File: src/hdl/prsd_pkg.sv
// Package for the PNM raster sample decoder: types, constants, register codes.
// No dependencies.
package prsd_pkg;
  localparam int MAX_WIDTH = 4096;
  localparam int COL_W = $clog2(MAX_WIDTH);
  localparam int EWIDTH_W = COL_W + 1;
  localparam int QUEUE_DEPTH = 2;

  typedef enum logic [1:0] {
    FMT_ASCII  = 2'd0,
    FMT_BINARY = 2'd1,
    FMT_PACKED = 2'd2,
    FMT_NONE   = 2'd3
  } fmt_t;

  typedef enum logic [2:0] {
    REG_FORMAT = 3'd0,
    REG_MAX    = 3'd1,
    REG_WIDTH  = 3'd2,
    REG_HEIGHT = 3'd3,
    REG_PLANES = 3'd4,
    REG_ALPHA  = 3'd5
  } reg_idx_t;

  typedef enum logic [1:0] {
    JOB_VALUE = 2'd0,
    JOB_BITS  = 2'd1
  } job_kind_t;

  // Work handed from the front end to the back end.
  typedef struct packed {
    job_kind_t   kind;
    logic [15:0] value;
    logic [7:0]  bits;
  } job_t;

  typedef enum logic [1:0] {
    BK_IDLE  = 2'd0,
    BK_DIV   = 2'd1,
    BK_EMIT  = 2'd2,
    BK_BITS  = 2'd3
  } bk_state_t;

  localparam logic [7:0] CH_NL   = 8'h0a;
  localparam logic [7:0] CH_HASH = 8'h23;
  localparam logic [7:0] CH_0    = 8'h30;
  localparam logic [7:0] CH_9    = 8'h39;
endpackage

File: src/hdl/prsd_if.sv
// Valid/ready channel interfaces for the decoder.
// Depends on nothing.
interface prsd_in_if;
  logic       valid;
  logic       ready;
  logic [7:0] data_byte;
  logic       end_of_stream;
  modport source (output valid, data_byte, end_of_stream, input ready);
  modport sink (input valid, data_byte, end_of_stream, output ready);
endinterface

interface prsd_out_if;
  logic        valid;
  logic        ready;
  logic [7:0]  sample;
  logic [1:0]  plane_index;
  logic [11:0] column;
  logic        row_end;
  logic        image_end;
  logic        alpha_used;
  logic        last_of_run;
  modport source (output valid, sample, plane_index, column, row_end, image_end,
                  alpha_used, last_of_run, input ready);
  modport sink (input valid, sample, plane_index, column, row_end, image_end,
                alpha_used, last_of_run, output ready);
endinterface

interface prsd_cfg_if;
  logic        valid;
  logic        ready;
  logic [2:0]  index;
  logic [15:0] data;
  modport source (output valid, index, data, input ready);
  modport sink (input valid, index, data, output ready);
endinterface

File: src/hdl/pnm_raster_sample_decoder_top.sv
// Channel   Dir  Handshake     Payload
// in_       in   valid/ready   data_byte, end_of_stream
// out_      out  valid/ready   sample, plane_index, column, row_end, image_end, ...
// cfg_      in   valid/ready   index, data
// A byte passes the combinational front end into a two-entry queue.
// A scaled sample goes through load, the serial divider's eight steps, then emit;
// a value at or above max_value skips the divider and goes straight to emit.
// A packed byte is loaded, then gives one bit per cycle unless stalled, up to 8 bits.
// Reset is synchronous, active low; cfg_ready is always high.
// Output stalls back up through the queue to in_ready.
// Depends on prsd_pkg, prsd_if, prsd_front, prsd_queue, prsd_back.
module pnm_raster_sample_decoder_top (
  input logic clk,
  input logic rst_n,
  prsd_in_if.sink    in_ch,
  prsd_out_if.source out_ch,
  prsd_cfg_if.sink   cfg_ch
);
  logic [1:0]  fmt_r;
  logic [15:0] max_r;
  logic [12:0] width_r;
  logic [15:0] height_r;
  logic [2:0]  planes_r;
  logic        alpha_r;
  logic        fq_valid, fq_ready, qb_valid, qb_ready;
  prsd_pkg::job_t fq_job, qb_job;

  assign cfg_ch.ready = 1'b1;

  always_ff @(posedge clk) begin
    if (!rst_n) begin
      fmt_r <= 2'd1;
      max_r <= 16'd255;
      width_r <= 13'd1;
      height_r <= 16'd1;
      planes_r <= 3'd1;
      alpha_r <= 1'b0;
    end else if (cfg_ch.valid) begin
      unique case (prsd_pkg::reg_idx_t'(cfg_ch.index))
        prsd_pkg::REG_FORMAT: fmt_r <= cfg_ch.data[1:0];
        prsd_pkg::REG_MAX:    max_r <= cfg_ch.data;
        prsd_pkg::REG_WIDTH:  width_r <= cfg_ch.data[12:0];
        prsd_pkg::REG_HEIGHT: height_r <= cfg_ch.data;
        prsd_pkg::REG_PLANES: planes_r <= cfg_ch.data[2:0];
        prsd_pkg::REG_ALPHA:  alpha_r <= cfg_ch.data[0];
        default: ;
      endcase
    end
  end

  prsd_front u_front (
    .clk, .rst_n,
    .in_valid(in_ch.valid), .in_ready(in_ch.ready),
    .in_data_byte(in_ch.data_byte), .in_end_of_stream(in_ch.end_of_stream),
    .fmt(prsd_pkg::fmt_t'(fmt_r)),
    .job_valid(fq_valid), .job_ready(fq_ready), .job(fq_job)
  );

  prsd_queue u_queue (
    .clk, .rst_n,
    .wr_valid(fq_valid), .wr_ready(fq_ready), .wr_job(fq_job),
    .rd_valid(qb_valid), .rd_ready(qb_ready), .rd_job(qb_job)
  );

  prsd_back u_back (
    .clk, .rst_n,
    .job_valid(qb_valid), .job_ready(qb_ready), .job(qb_job),
    .max_value(max_r), .image_width(width_r), .image_height(height_r),
    .plane_count(planes_r), .has_alpha(alpha_r),
    .o(out_ch)
  );
endmodule

File: src/hdl/prsd_front.sv
// Front end: ASCII tokenizer and byte classifier; emits jobs to the queue.
// Depends on prsd_pkg.
module prsd_front (
  input  logic                 clk,
  input  logic                 rst_n,
  input  logic                 in_valid,
  output logic                 in_ready,
  input  logic [7:0]           in_data_byte,
  input  logic                 in_end_of_stream,
  input  prsd_pkg::fmt_t       fmt,
  output logic                 job_valid,
  input  logic                 job_ready,
  output prsd_pkg::job_t       job
);
  logic [15:0] acc_r, acc_nxt;
  logic        in_num_r, in_num_nxt;
  logic        in_cmt_r, in_cmt_nxt;
  logic        after_nl_r, after_nl_nxt;
  logic        is_digit;
  logic [19:0] acc_x10;

  assign in_ready = job_ready;
  assign is_digit = (in_data_byte >= prsd_pkg::CH_0) && (in_data_byte <= prsd_pkg::CH_9);
  assign acc_x10 = {1'b0, acc_r, 3'b000} + {3'b000, acc_r, 1'b0}
                 + {12'd0, in_data_byte - prsd_pkg::CH_0};

  always_comb begin
    acc_nxt = acc_r;
    in_num_nxt = in_num_r;
    in_cmt_nxt = in_cmt_r;
    after_nl_nxt = after_nl_r;
    job_valid = 1'b0;
    job.kind = prsd_pkg::JOB_VALUE;
    job.value = acc_r;
    job.bits = in_data_byte;
    if (in_valid) begin
      if (in_end_of_stream) begin
        if (fmt == prsd_pkg::FMT_ASCII && in_num_r) begin
          job_valid = 1'b1;
          in_num_nxt = 1'b0;
        end
      end else begin
        unique case (fmt)
          prsd_pkg::FMT_ASCII: begin
            if (in_cmt_r) begin
              if (in_data_byte == prsd_pkg::CH_NL) begin
                in_cmt_nxt = 1'b0;
                after_nl_nxt = 1'b1;
              end
            end else if (is_digit) begin
              if (in_num_r) begin
                acc_nxt = (acc_x10 > 20'd65535) ? 16'hffff : acc_x10[15:0];
              end else begin
                acc_nxt = {8'd0, in_data_byte - prsd_pkg::CH_0};
              end
              in_num_nxt = 1'b1;
              after_nl_nxt = 1'b0;
            end else begin
              if (in_num_r) begin
                job_valid = 1'b1;
                in_num_nxt = 1'b0;
              end
              if (in_data_byte == prsd_pkg::CH_HASH && after_nl_r) begin
                in_cmt_nxt = 1'b1;
                after_nl_nxt = 1'b0;
              end else begin
                after_nl_nxt = (in_data_byte == prsd_pkg::CH_NL);
              end
            end
          end
          prsd_pkg::FMT_BINARY: begin
            job_valid = 1'b1;
            job.value = {8'd0, in_data_byte};
          end
          prsd_pkg::FMT_PACKED: begin
            job_valid = 1'b1;
            job.kind = prsd_pkg::JOB_BITS;
          end
          default: ;
        endcase
      end
    end
  end

  always_ff @(posedge clk) begin
    if (!rst_n) begin
      acc_r <= '0;
      in_num_r <= 1'b0;
      in_cmt_r <= 1'b0;
      after_nl_r <= 1'b0;
    end else if (in_valid && in_ready) begin
      acc_r <= acc_nxt;
      in_num_r <= in_num_nxt;
      in_cmt_r <= in_cmt_nxt;
      after_nl_r <= after_nl_nxt;
    end
  end
endmodule

File: src/hdl/prsd_queue.sv
// Short job queue between front and back end.
// Depends on prsd_pkg.
module prsd_queue (
  input  logic           clk,
  input  logic           rst_n,
  input  logic           wr_valid,
  output logic           wr_ready,
  input  prsd_pkg::job_t wr_job,
  output logic           rd_valid,
  input  logic           rd_ready,
  output prsd_pkg::job_t rd_job
);
  localparam int AW = $clog2(prsd_pkg::QUEUE_DEPTH);
  prsd_pkg::job_t mem_r [prsd_pkg::QUEUE_DEPTH];
  logic [AW-1:0] wp_r, rp_r;
  logic [AW:0]   cnt_r;
  logic          do_wr, do_rd;

  assign wr_ready = (cnt_r != prsd_pkg::QUEUE_DEPTH[AW:0]);
  assign rd_valid = (cnt_r != '0);
  assign rd_job = mem_r[rp_r];
  assign do_wr = wr_valid && wr_ready;
  assign do_rd = rd_valid && rd_ready;

  always_ff @(posedge clk) begin
    if (do_wr) mem_r[wp_r] <= wr_job;
  end

  always_ff @(posedge clk) begin
    if (!rst_n) begin
      wp_r <= '0;
      rp_r <= '0;
      cnt_r <= '0;
    end else begin
      if (do_wr) wp_r <= wp_r + 1'b1;
      if (do_rd) rp_r <= rp_r + 1'b1;
      cnt_r <= cnt_r + {{AW{1'b0}}, do_wr} - {{AW{1'b0}}, do_rd};
    end
  end
endmodule

File: src/hdl/prsd_back.sv
// Back end: serial scaling divider, position counters, output register.
// Depends on prsd_pkg.
module prsd_back (
  input  logic                 clk,
  input  logic                 rst_n,
  input  logic                 job_valid,
  output logic                 job_ready,
  input  prsd_pkg::job_t       job,
  input  logic [15:0]          max_value,
  input  logic [12:0]          image_width,
  input  logic [15:0]          image_height,
  input  logic [2:0]           plane_count,
  input  logic                 has_alpha,
  prsd_out_if.source           o
);
  prsd_pkg::bk_state_t st_r, st_nxt;
  logic [23:0] rem_r, rem_nxt;
  logic [16:0] den_r;
  logic [7:0]  quo_r;
  logic [3:0]  step_r;
  logic [7:0]  bits_r;
  logic [2:0]  bitn_r;
  logic        val_r;
  logic [7:0]  val_sample_r;
  logic [11:0] col_r;
  logic [1:0]  pl_r;
  logic [15:0] row_r;
  logic        alpha_r;
  logic [2:0]  eplanes;
  logic [prsd_pkg::EWIDTH_W-1:0] ewidth;
  logic [15:0] eheight;
  logic        last_plane, row_end, image_end, alpha_nxt, emit, out_free;
  logic [7:0]  emit_val;
  logic        emit_last;
  logic [24:0] trial;

  assign eplanes = (plane_count == 3'd0) ? 3'd1 : (plane_count > 3'd4) ? 3'd4 : plane_count;
  assign ewidth = (image_width == 13'd0) ? 13'd1 :
                  (image_width > 13'(prsd_pkg::MAX_WIDTH)) ?
                  13'(prsd_pkg::MAX_WIDTH) : image_width;
  assign eheight = (image_height == 16'd0) ? 16'd1 : image_height;

  assign last_plane = ({1'b0, pl_r} + 3'd1) >= eplanes;
  assign row_end = last_plane && ({1'b0, col_r} + 13'd1 >= ewidth);
  assign image_end = row_end && ({1'b0, row_r} + 17'd1 >= {1'b0, eheight});
  assign out_free = !o.valid || o.ready;

  // Restoring divider: one quotient bit per cycle.
  assign trial = {1'b0, rem_r} - {1'b0, den_r, 7'd0} ;

  always_comb begin
    st_nxt = st_r;
    unique case (st_r)
      prsd_pkg::BK_IDLE: begin
        if (job_valid) begin
          if (job.kind == prsd_pkg::JOB_BITS) st_nxt = prsd_pkg::BK_BITS;
          else if (job.value >= max_value) st_nxt = prsd_pkg::BK_EMIT;
          else st_nxt = prsd_pkg::BK_DIV;
        end
      end
      prsd_pkg::BK_DIV: if (step_r == 4'd7) st_nxt = prsd_pkg::BK_EMIT;
      prsd_pkg::BK_EMIT: if (out_free) st_nxt = prsd_pkg::BK_IDLE;
      prsd_pkg::BK_BITS: if (out_free && (row_end || bitn_r == 3'd7)) st_nxt = prsd_pkg::BK_IDLE;
      default: st_nxt = prsd_pkg::BK_IDLE;
    endcase
  end

  always_comb begin
    job_ready = (st_r == prsd_pkg::BK_IDLE);
    emit = 1'b0;
    emit_val = val_sample_r;
    emit_last = 1'b1;
    rem_nxt = rem_r;
    unique case (st_r)
      prsd_pkg::BK_EMIT: emit = out_free;
      prsd_pkg::BK_BITS: begin
        emit = out_free;
        emit_val = bits_r[7] ? 8'hff : 8'h00;
        emit_last = row_end || (bitn_r == 3'd7);
      end
      prsd_pkg::BK_DIV: rem_nxt = trial[24] ? {rem_r[22:0], 1'b0} : {trial[22:0], 1'b0};
      default: ;
    endcase
    alpha_nxt = alpha_r || (has_alpha && last_plane && emit_val != 8'hff);
  end

  always_ff @(posedge clk) begin
    if (!rst_n) begin
      st_r <= prsd_pkg::BK_IDLE;
      o.valid <= 1'b0;
      col_r <= '0;
      pl_r <= '0;
      row_r <= '0;
      alpha_r <= 1'b0;
    end else begin
      st_r <= st_nxt;
      if (o.ready) o.valid <= 1'b0;
      if (emit) begin
        o.valid <= 1'b1;
        alpha_r <= alpha_nxt;
        if (last_plane) begin
          pl_r <= '0;
          if ({1'b0, col_r} + 13'd1 >= ewidth) begin
            col_r <= '0;
            row_r <= ({1'b0, row_r} + 17'd1 >= {1'b0, eheight}) ? 16'd0 : row_r + 16'd1;
          end else begin
            col_r <= col_r + 12'd1;
          end
        end else begin
          pl_r <= pl_r + 2'd1;
        end
      end
    end
  end

  always_ff @(posedge clk) begin
    if (emit) begin
      o.sample <= emit_val;
      o.plane_index <= pl_r;
      o.column <= col_r;
      o.row_end <= row_end;
      o.image_end <= image_end;
      o.alpha_used <= alpha_nxt;
      o.last_of_run <= emit_last;
    end
    unique case (st_r)
      prsd_pkg::BK_IDLE: begin
        step_r <= '0;
        bitn_r <= '0;
        bits_r <= job.bits;
        den_r <= {1'b0, max_value} + 17'd1;
        rem_r <= {job.value, 8'd0};
        quo_r <= '0;
        val_sample_r <= 8'hff;
      end
      prsd_pkg::BK_DIV: begin
        // Quotient < 256, so eight steps starting at weight 128 suffice.
        rem_r <= rem_nxt;
        quo_r <= {quo_r[6:0], ~trial[24]};
        step_r <= step_r + 4'd1;
        if (step_r == 4'd7) val_sample_r <= {quo_r[6:0], ~trial[24]};
      end
      prsd_pkg::BK_BITS: begin
        if (out_free) begin
          bits_r <= {bits_r[6:0], 1'b0};
          bitn_r <= bitn_r + 3'd1;
        end
      end
      default: ;
    endcase
  end
endmodule

File: src/flat_wrapper.sv
// flat-port wrapper written by rule: the top's interface ports become plain ports
module pnm_raster_sample_decoder_top_flat 
  (clk, rst_n, in_ch_valid, in_ch_data_byte, in_ch_end_of_stream, in_ch_ready, out_ch_valid, out_ch_sample, out_ch_plane_index, out_ch_column, out_ch_row_end, out_ch_image_end, out_ch_alpha_used, out_ch_last_of_run, out_ch_ready, cfg_ch_valid, cfg_ch_index, cfg_ch_data, cfg_ch_ready);
  prsd_in_if in_ch_i ();
  prsd_out_if out_ch_i ();
  prsd_cfg_if cfg_ch_i ();
  input logic clk;
  input logic rst_n;
  input wire logic [$bits(in_ch_i.valid)-1:0] in_ch_valid;
  input wire logic [$bits(in_ch_i.data_byte)-1:0] in_ch_data_byte;
  input wire logic [$bits(in_ch_i.end_of_stream)-1:0] in_ch_end_of_stream;
  output wire logic [$bits(in_ch_i.ready)-1:0] in_ch_ready;
  output wire logic [$bits(out_ch_i.valid)-1:0] out_ch_valid;
  output wire logic [$bits(out_ch_i.sample)-1:0] out_ch_sample;
  output wire logic [$bits(out_ch_i.plane_index)-1:0] out_ch_plane_index;
  output wire logic [$bits(out_ch_i.column)-1:0] out_ch_column;
  output wire logic [$bits(out_ch_i.row_end)-1:0] out_ch_row_end;
  output wire logic [$bits(out_ch_i.image_end)-1:0] out_ch_image_end;
  output wire logic [$bits(out_ch_i.alpha_used)-1:0] out_ch_alpha_used;
  output wire logic [$bits(out_ch_i.last_of_run)-1:0] out_ch_last_of_run;
  input wire logic [$bits(out_ch_i.ready)-1:0] out_ch_ready;
  input wire logic [$bits(cfg_ch_i.valid)-1:0] cfg_ch_valid;
  input wire logic [$bits(cfg_ch_i.index)-1:0] cfg_ch_index;
  input wire logic [$bits(cfg_ch_i.data)-1:0] cfg_ch_data;
  output wire logic [$bits(cfg_ch_i.ready)-1:0] cfg_ch_ready;
  assign in_ch_i.valid = in_ch_valid;
  assign in_ch_i.data_byte = in_ch_data_byte;
  assign in_ch_i.end_of_stream = in_ch_end_of_stream;
  assign in_ch_ready = in_ch_i.ready;
  assign out_ch_valid = out_ch_i.valid;
  assign out_ch_sample = out_ch_i.sample;
  assign out_ch_plane_index = out_ch_i.plane_index;
  assign out_ch_column = out_ch_i.column;
  assign out_ch_row_end = out_ch_i.row_end;
  assign out_ch_image_end = out_ch_i.image_end;
  assign out_ch_alpha_used = out_ch_i.alpha_used;
  assign out_ch_last_of_run = out_ch_i.last_of_run;
  assign out_ch_i.ready = out_ch_ready;
  assign cfg_ch_i.valid = cfg_ch_valid;
  assign cfg_ch_i.index = cfg_ch_index;
  assign cfg_ch_i.data = cfg_ch_data;
  assign cfg_ch_ready = cfg_ch_i.ready;
  pnm_raster_sample_decoder_top u_core (.clk(clk), .rst_n(rst_n), .in_ch(in_ch_i), .out_ch(out_ch_i), .cfg_ch(cfg_ch_i));
endmodule
File: config.mk
export PLATFORM = sky130hd
export DESIGN_NAME = pnm_raster_sample_decoder_top_flat
export DESIGN_NICKNAME = d
export VERILOG_FILES = /design/src/hdl/prsd_pkg.sv /design/src/hdl/prsd_if.sv /design/src/hdl/pnm_raster_sample_decoder_top.sv /design/src/hdl/prsd_front.sv /design/src/hdl/prsd_queue.sv /design/src/hdl/prsd_back.sv /design/src/flat_wrapper.sv
export SDC_FILE = /design/constraint.sdc
export NUM_CORES = 1
export LEC_CHECK = 0
export BUFFER_PORTS_ARGS = -buffer_cell sky130_fd_sc_hd__buf_2
export CAP_MARGIN = 0
export CORE_ASPECT_RATIO = 1.25
export CORE_MARGIN = 2
export CORE_UTILIZATION = 55
export CTS_CLUSTER_SIZE = 40
export DETAILED_ROUTE_END_ITERATION = 6
export PLACE_DENSITY = 0.7
export SYNTH_ARGS = -nofsm -noshare
export SYNTH_HDL_FRONTEND = slang
export SYNTH_SLANG_ARGS = --single-unit
File: constraint.sdc
create_clock -name clk -period 4.61 [get_ports clk]
set_input_delay 0.461 -clock clk [delete_from_list [all_inputs] [get_ports clk]]
set_output_delay 0.461 -clock clk [all_outputs]
set_load 0.01 [all_outputs]
==> results.json <==
{
  "status": "complete, no violations",
  "crit_family": "simple AND/OR/NAND/NOR gates",
  "route.detailed.drc": 0,
  "ys_types": 68,
  "ys.warnings.count": 0,
  "synth_top_cells_by_count": "nand2_1, edfxtp_1, dfxtp_1",
  "core_area_mm2": 0.0243,
  "slew-limit-headroom_pct": 28.0,
  "cts_tree": "built",
  "syn-num-nets": 1505,
  "ys_ff_latch": 248,
  "drtIter0Drc": 528,
  "crit_slowest_cell": "and3_1",
  "finalCriticalPeriod_ns": 3.98,
  "post_synth.cell_area_avg_um2": 9.99,
  "postCtsSetupBuffers": 0,
  "wirelength_um": 28700,
  "grt_overflow": 0,
  "num_rows": 64,
  "initial_core_util_pct": 55.8,
  "synth.yosys.seq_area_share_pct": 46.8,
  "cpMostUsedCell": "and3_1",
  "grtUsageTotal_pct": 22.2,
  "finalCritPeriodShare_pct": 86.2,
  "insertion_delay_ns": 0.53,
  "clock-sinks": 248,
  "ioPinCount": 62,
  "grt_start_max_net_pins": 78,
  "cts_inserted_buffers": 25,
  "cp-end-kind": "flop",
  "skew_ns": 0.0178,
  "syn_area_mm2": 0.0136,
  "p_leak_nw": 6.02,
  "synth_async_sr_flop_share_pct": 0,
  "final_nets": 1544,
  "hold_viol_final": 0,
  "detail_route.wl_per_cell_um": 16.5,
  "max_clock_freq_mhz": 252,
  "synth_area_leaders": "edfxtp_1, dfxtp_1, ha_1",
  "maxCapViolations": 0,
  "portBuffers": 60,
  "critPathMaxStageDelay_ns": 0.55,
  "vias": 9796,
  "pre_cts_slack_ns": 0.656,
  "dieArea_mm2": 0.0260,
  "yosys_most_used_dff": "edfxtp_1",
  "antenna_found_initial": 0,
  "p_per_area_mw_per_mm2": 490,
  "crit_path_start_kind": "flop",
  "ir_drop_v": 0.000349,
  "synth.most_common_cell": "nand2_1",
  "holdCritPathClass": "primary input to flop",
  "yosysTopAreaCellShare_pct": 30.8,
  "critPathRequiredTime_ns": 5.08,
  "fillers": 2107,
  "fp.dieH_um": 180,
  "setup_ws_ns": 0.634,
  "place_hpwl_um": 20700,
  "total_power_mw": 7.34,
  "grt_pass1_vias": 9497,
  "cts_hold_repair.buffers": 0,
  "finalSetupViolCount": 0,
  "grt_setup_unrepaired": "no",
  "crit_buf_inv": 0,
  "crit_fanout": 12,
  "drtPass1Iterations": 7,
  "r2r_setup_slack_ns": 0.63,
  "syn_inst": 1358,
  "clkTransAtPathRegs_ns": 0.06,
  "crit_arrival_ns": 4.45,
  "drive_above_1_share_pct": 10.5,
  "fin_util_pct": 61.5,
  "cts_buffer_depth": 3,
  "yosys.area.top_type": "edfxtp_1",
  "gp_congestion": 0.857,
  "drv_slew": 0,
  "syn_to_final_growth_pct": 10.3,
  "grt_first_pass_wirelength_um": 47100,
  "tightestPinTransition_ns": 1.08,
  "diodes": 0,
  "antenna_left": 0,
  "cts_resized": 0,
  "worstPathCellList": "ha_1 > and3_1 > and3_1 > and3_1 > and3_1 > nand3_1 > xnor2_1 > ha_1 > nand4_1 > nor2_1 > o2111ai_1 > o21ai_0 > nor3b_2 > and3_1 > mux2i_1 > nor2b_1",
  "cts_root_buffer": "clkbuf_16",
  "post_drt_via_cell_ratio": 5.61,
  "synth-edff-count": 139,
  "cts_max_level": 1,
  "die_w_um": 145,
  "critical_path_class": "flop to flop",
  "setup_tns_ns": 0
}
[registers in the layout, summed over array words and instances, names as in the netlist, 12 cells and up, named ones only]
signal	count
u_core.u_back.o.column	12
u_core.u_queue.mem_r	50
u_core.height_r	16
u_core.u_front.acc_r	16
u_core.width_r	13
u_core.u_back.rem_r	16
u_core.u_back.col_r	12
u_core.u_back.den_r	17
u_core.u_back.row_r	16
u_core.max_r	16
[layer usage]
metal | part of all wire, % | GRT usage (%) | routed length [um]
met1 | 45 | 29.4 | 12900
met2 | 49 | 38.4 | 14000
met3 | 3.9 | 2.64 | 1120
met4 | 2.5 | 6.25 | 712
met5 | 0 | 0 | 0
[report_power, final]
group	total, mW	internal (mW)	leakage (nW)	switching, mW
Sequential	2.99	2.82	2.25	0.176
Combinational	2.28	0.891	3.36	1.39
Clock	2.06	1.20	0.409	0.864
Total	7.34	4.90	6.02	2.43
[final timing paths]
path / from / to / depth (start not counted)
max: u_core.u_back.row_r[0] / u_core.u_back.row_r[0] / 16
min: in_ch_data_byte[4] / u_core.u_queue.mem_r[1][4] / 1
max reg2reg: u_core.u_back.row_r[0] / u_core.u_back.row_r[0] / 16
min reg2reg: u_core.max_r[8] / u_core.max_r[8] / 2
[cell usage in the layout (no fill, tap or decap), types with 44 or more instances in the layout]
cell type / instances
nand2_1: 191
ha_1: 107
dfxtp_1: 109
a21oi_1: 56
edfxtp_1: 139
nor2_1: 73
a21boi_0: 44
inv_1: 69
o21ai_0: 49
buf_2: 60
[stage by stage]
step | std cells | instance area [um^2] | hold WS [ns]
finish | 1746 | 15000 | 0.185
global route | 1746 | 15000 | 0.175
CTS | 1746 | 15000 | 0.167
detailed placement | 1700 | 14100 | 0.461
global placement | 1700 | 14100 | 0.451
floorplan | 1358 | 13600 | 0.434
[area by class of cell]
cell class | instances | area [um^2] | area share, %
sequential | 248 | 6360 | 42.4
timing repair buffer | 70 | 375 | 2.51
inverter | 70 | 263 | 1.75
tap | 330 | 413 | 2.76
clock inverter | 12 | 125 | 0.835
multi-input combinational | 982 | 6730 | 45.0
clock buffer | 34 | 709 | 4.74
[logic make-up after synthesis]
family | count (synthesis) | synth area share, %
other | 1 | 0.0276
flip-flops | 248 | 46.8
multiplexers | 37 | 2.92
AO/OA/AOI/OAI | 288 | 14.4
adder cells (fa/ha/maj) | 114 | 10.9
XOR/XNOR | 64 | 4.13
AND/OR/NAND/NOR | 478 | 17.1
buffers and inverters | 128 | 3.60
Power figures use the tool's default switching activity.
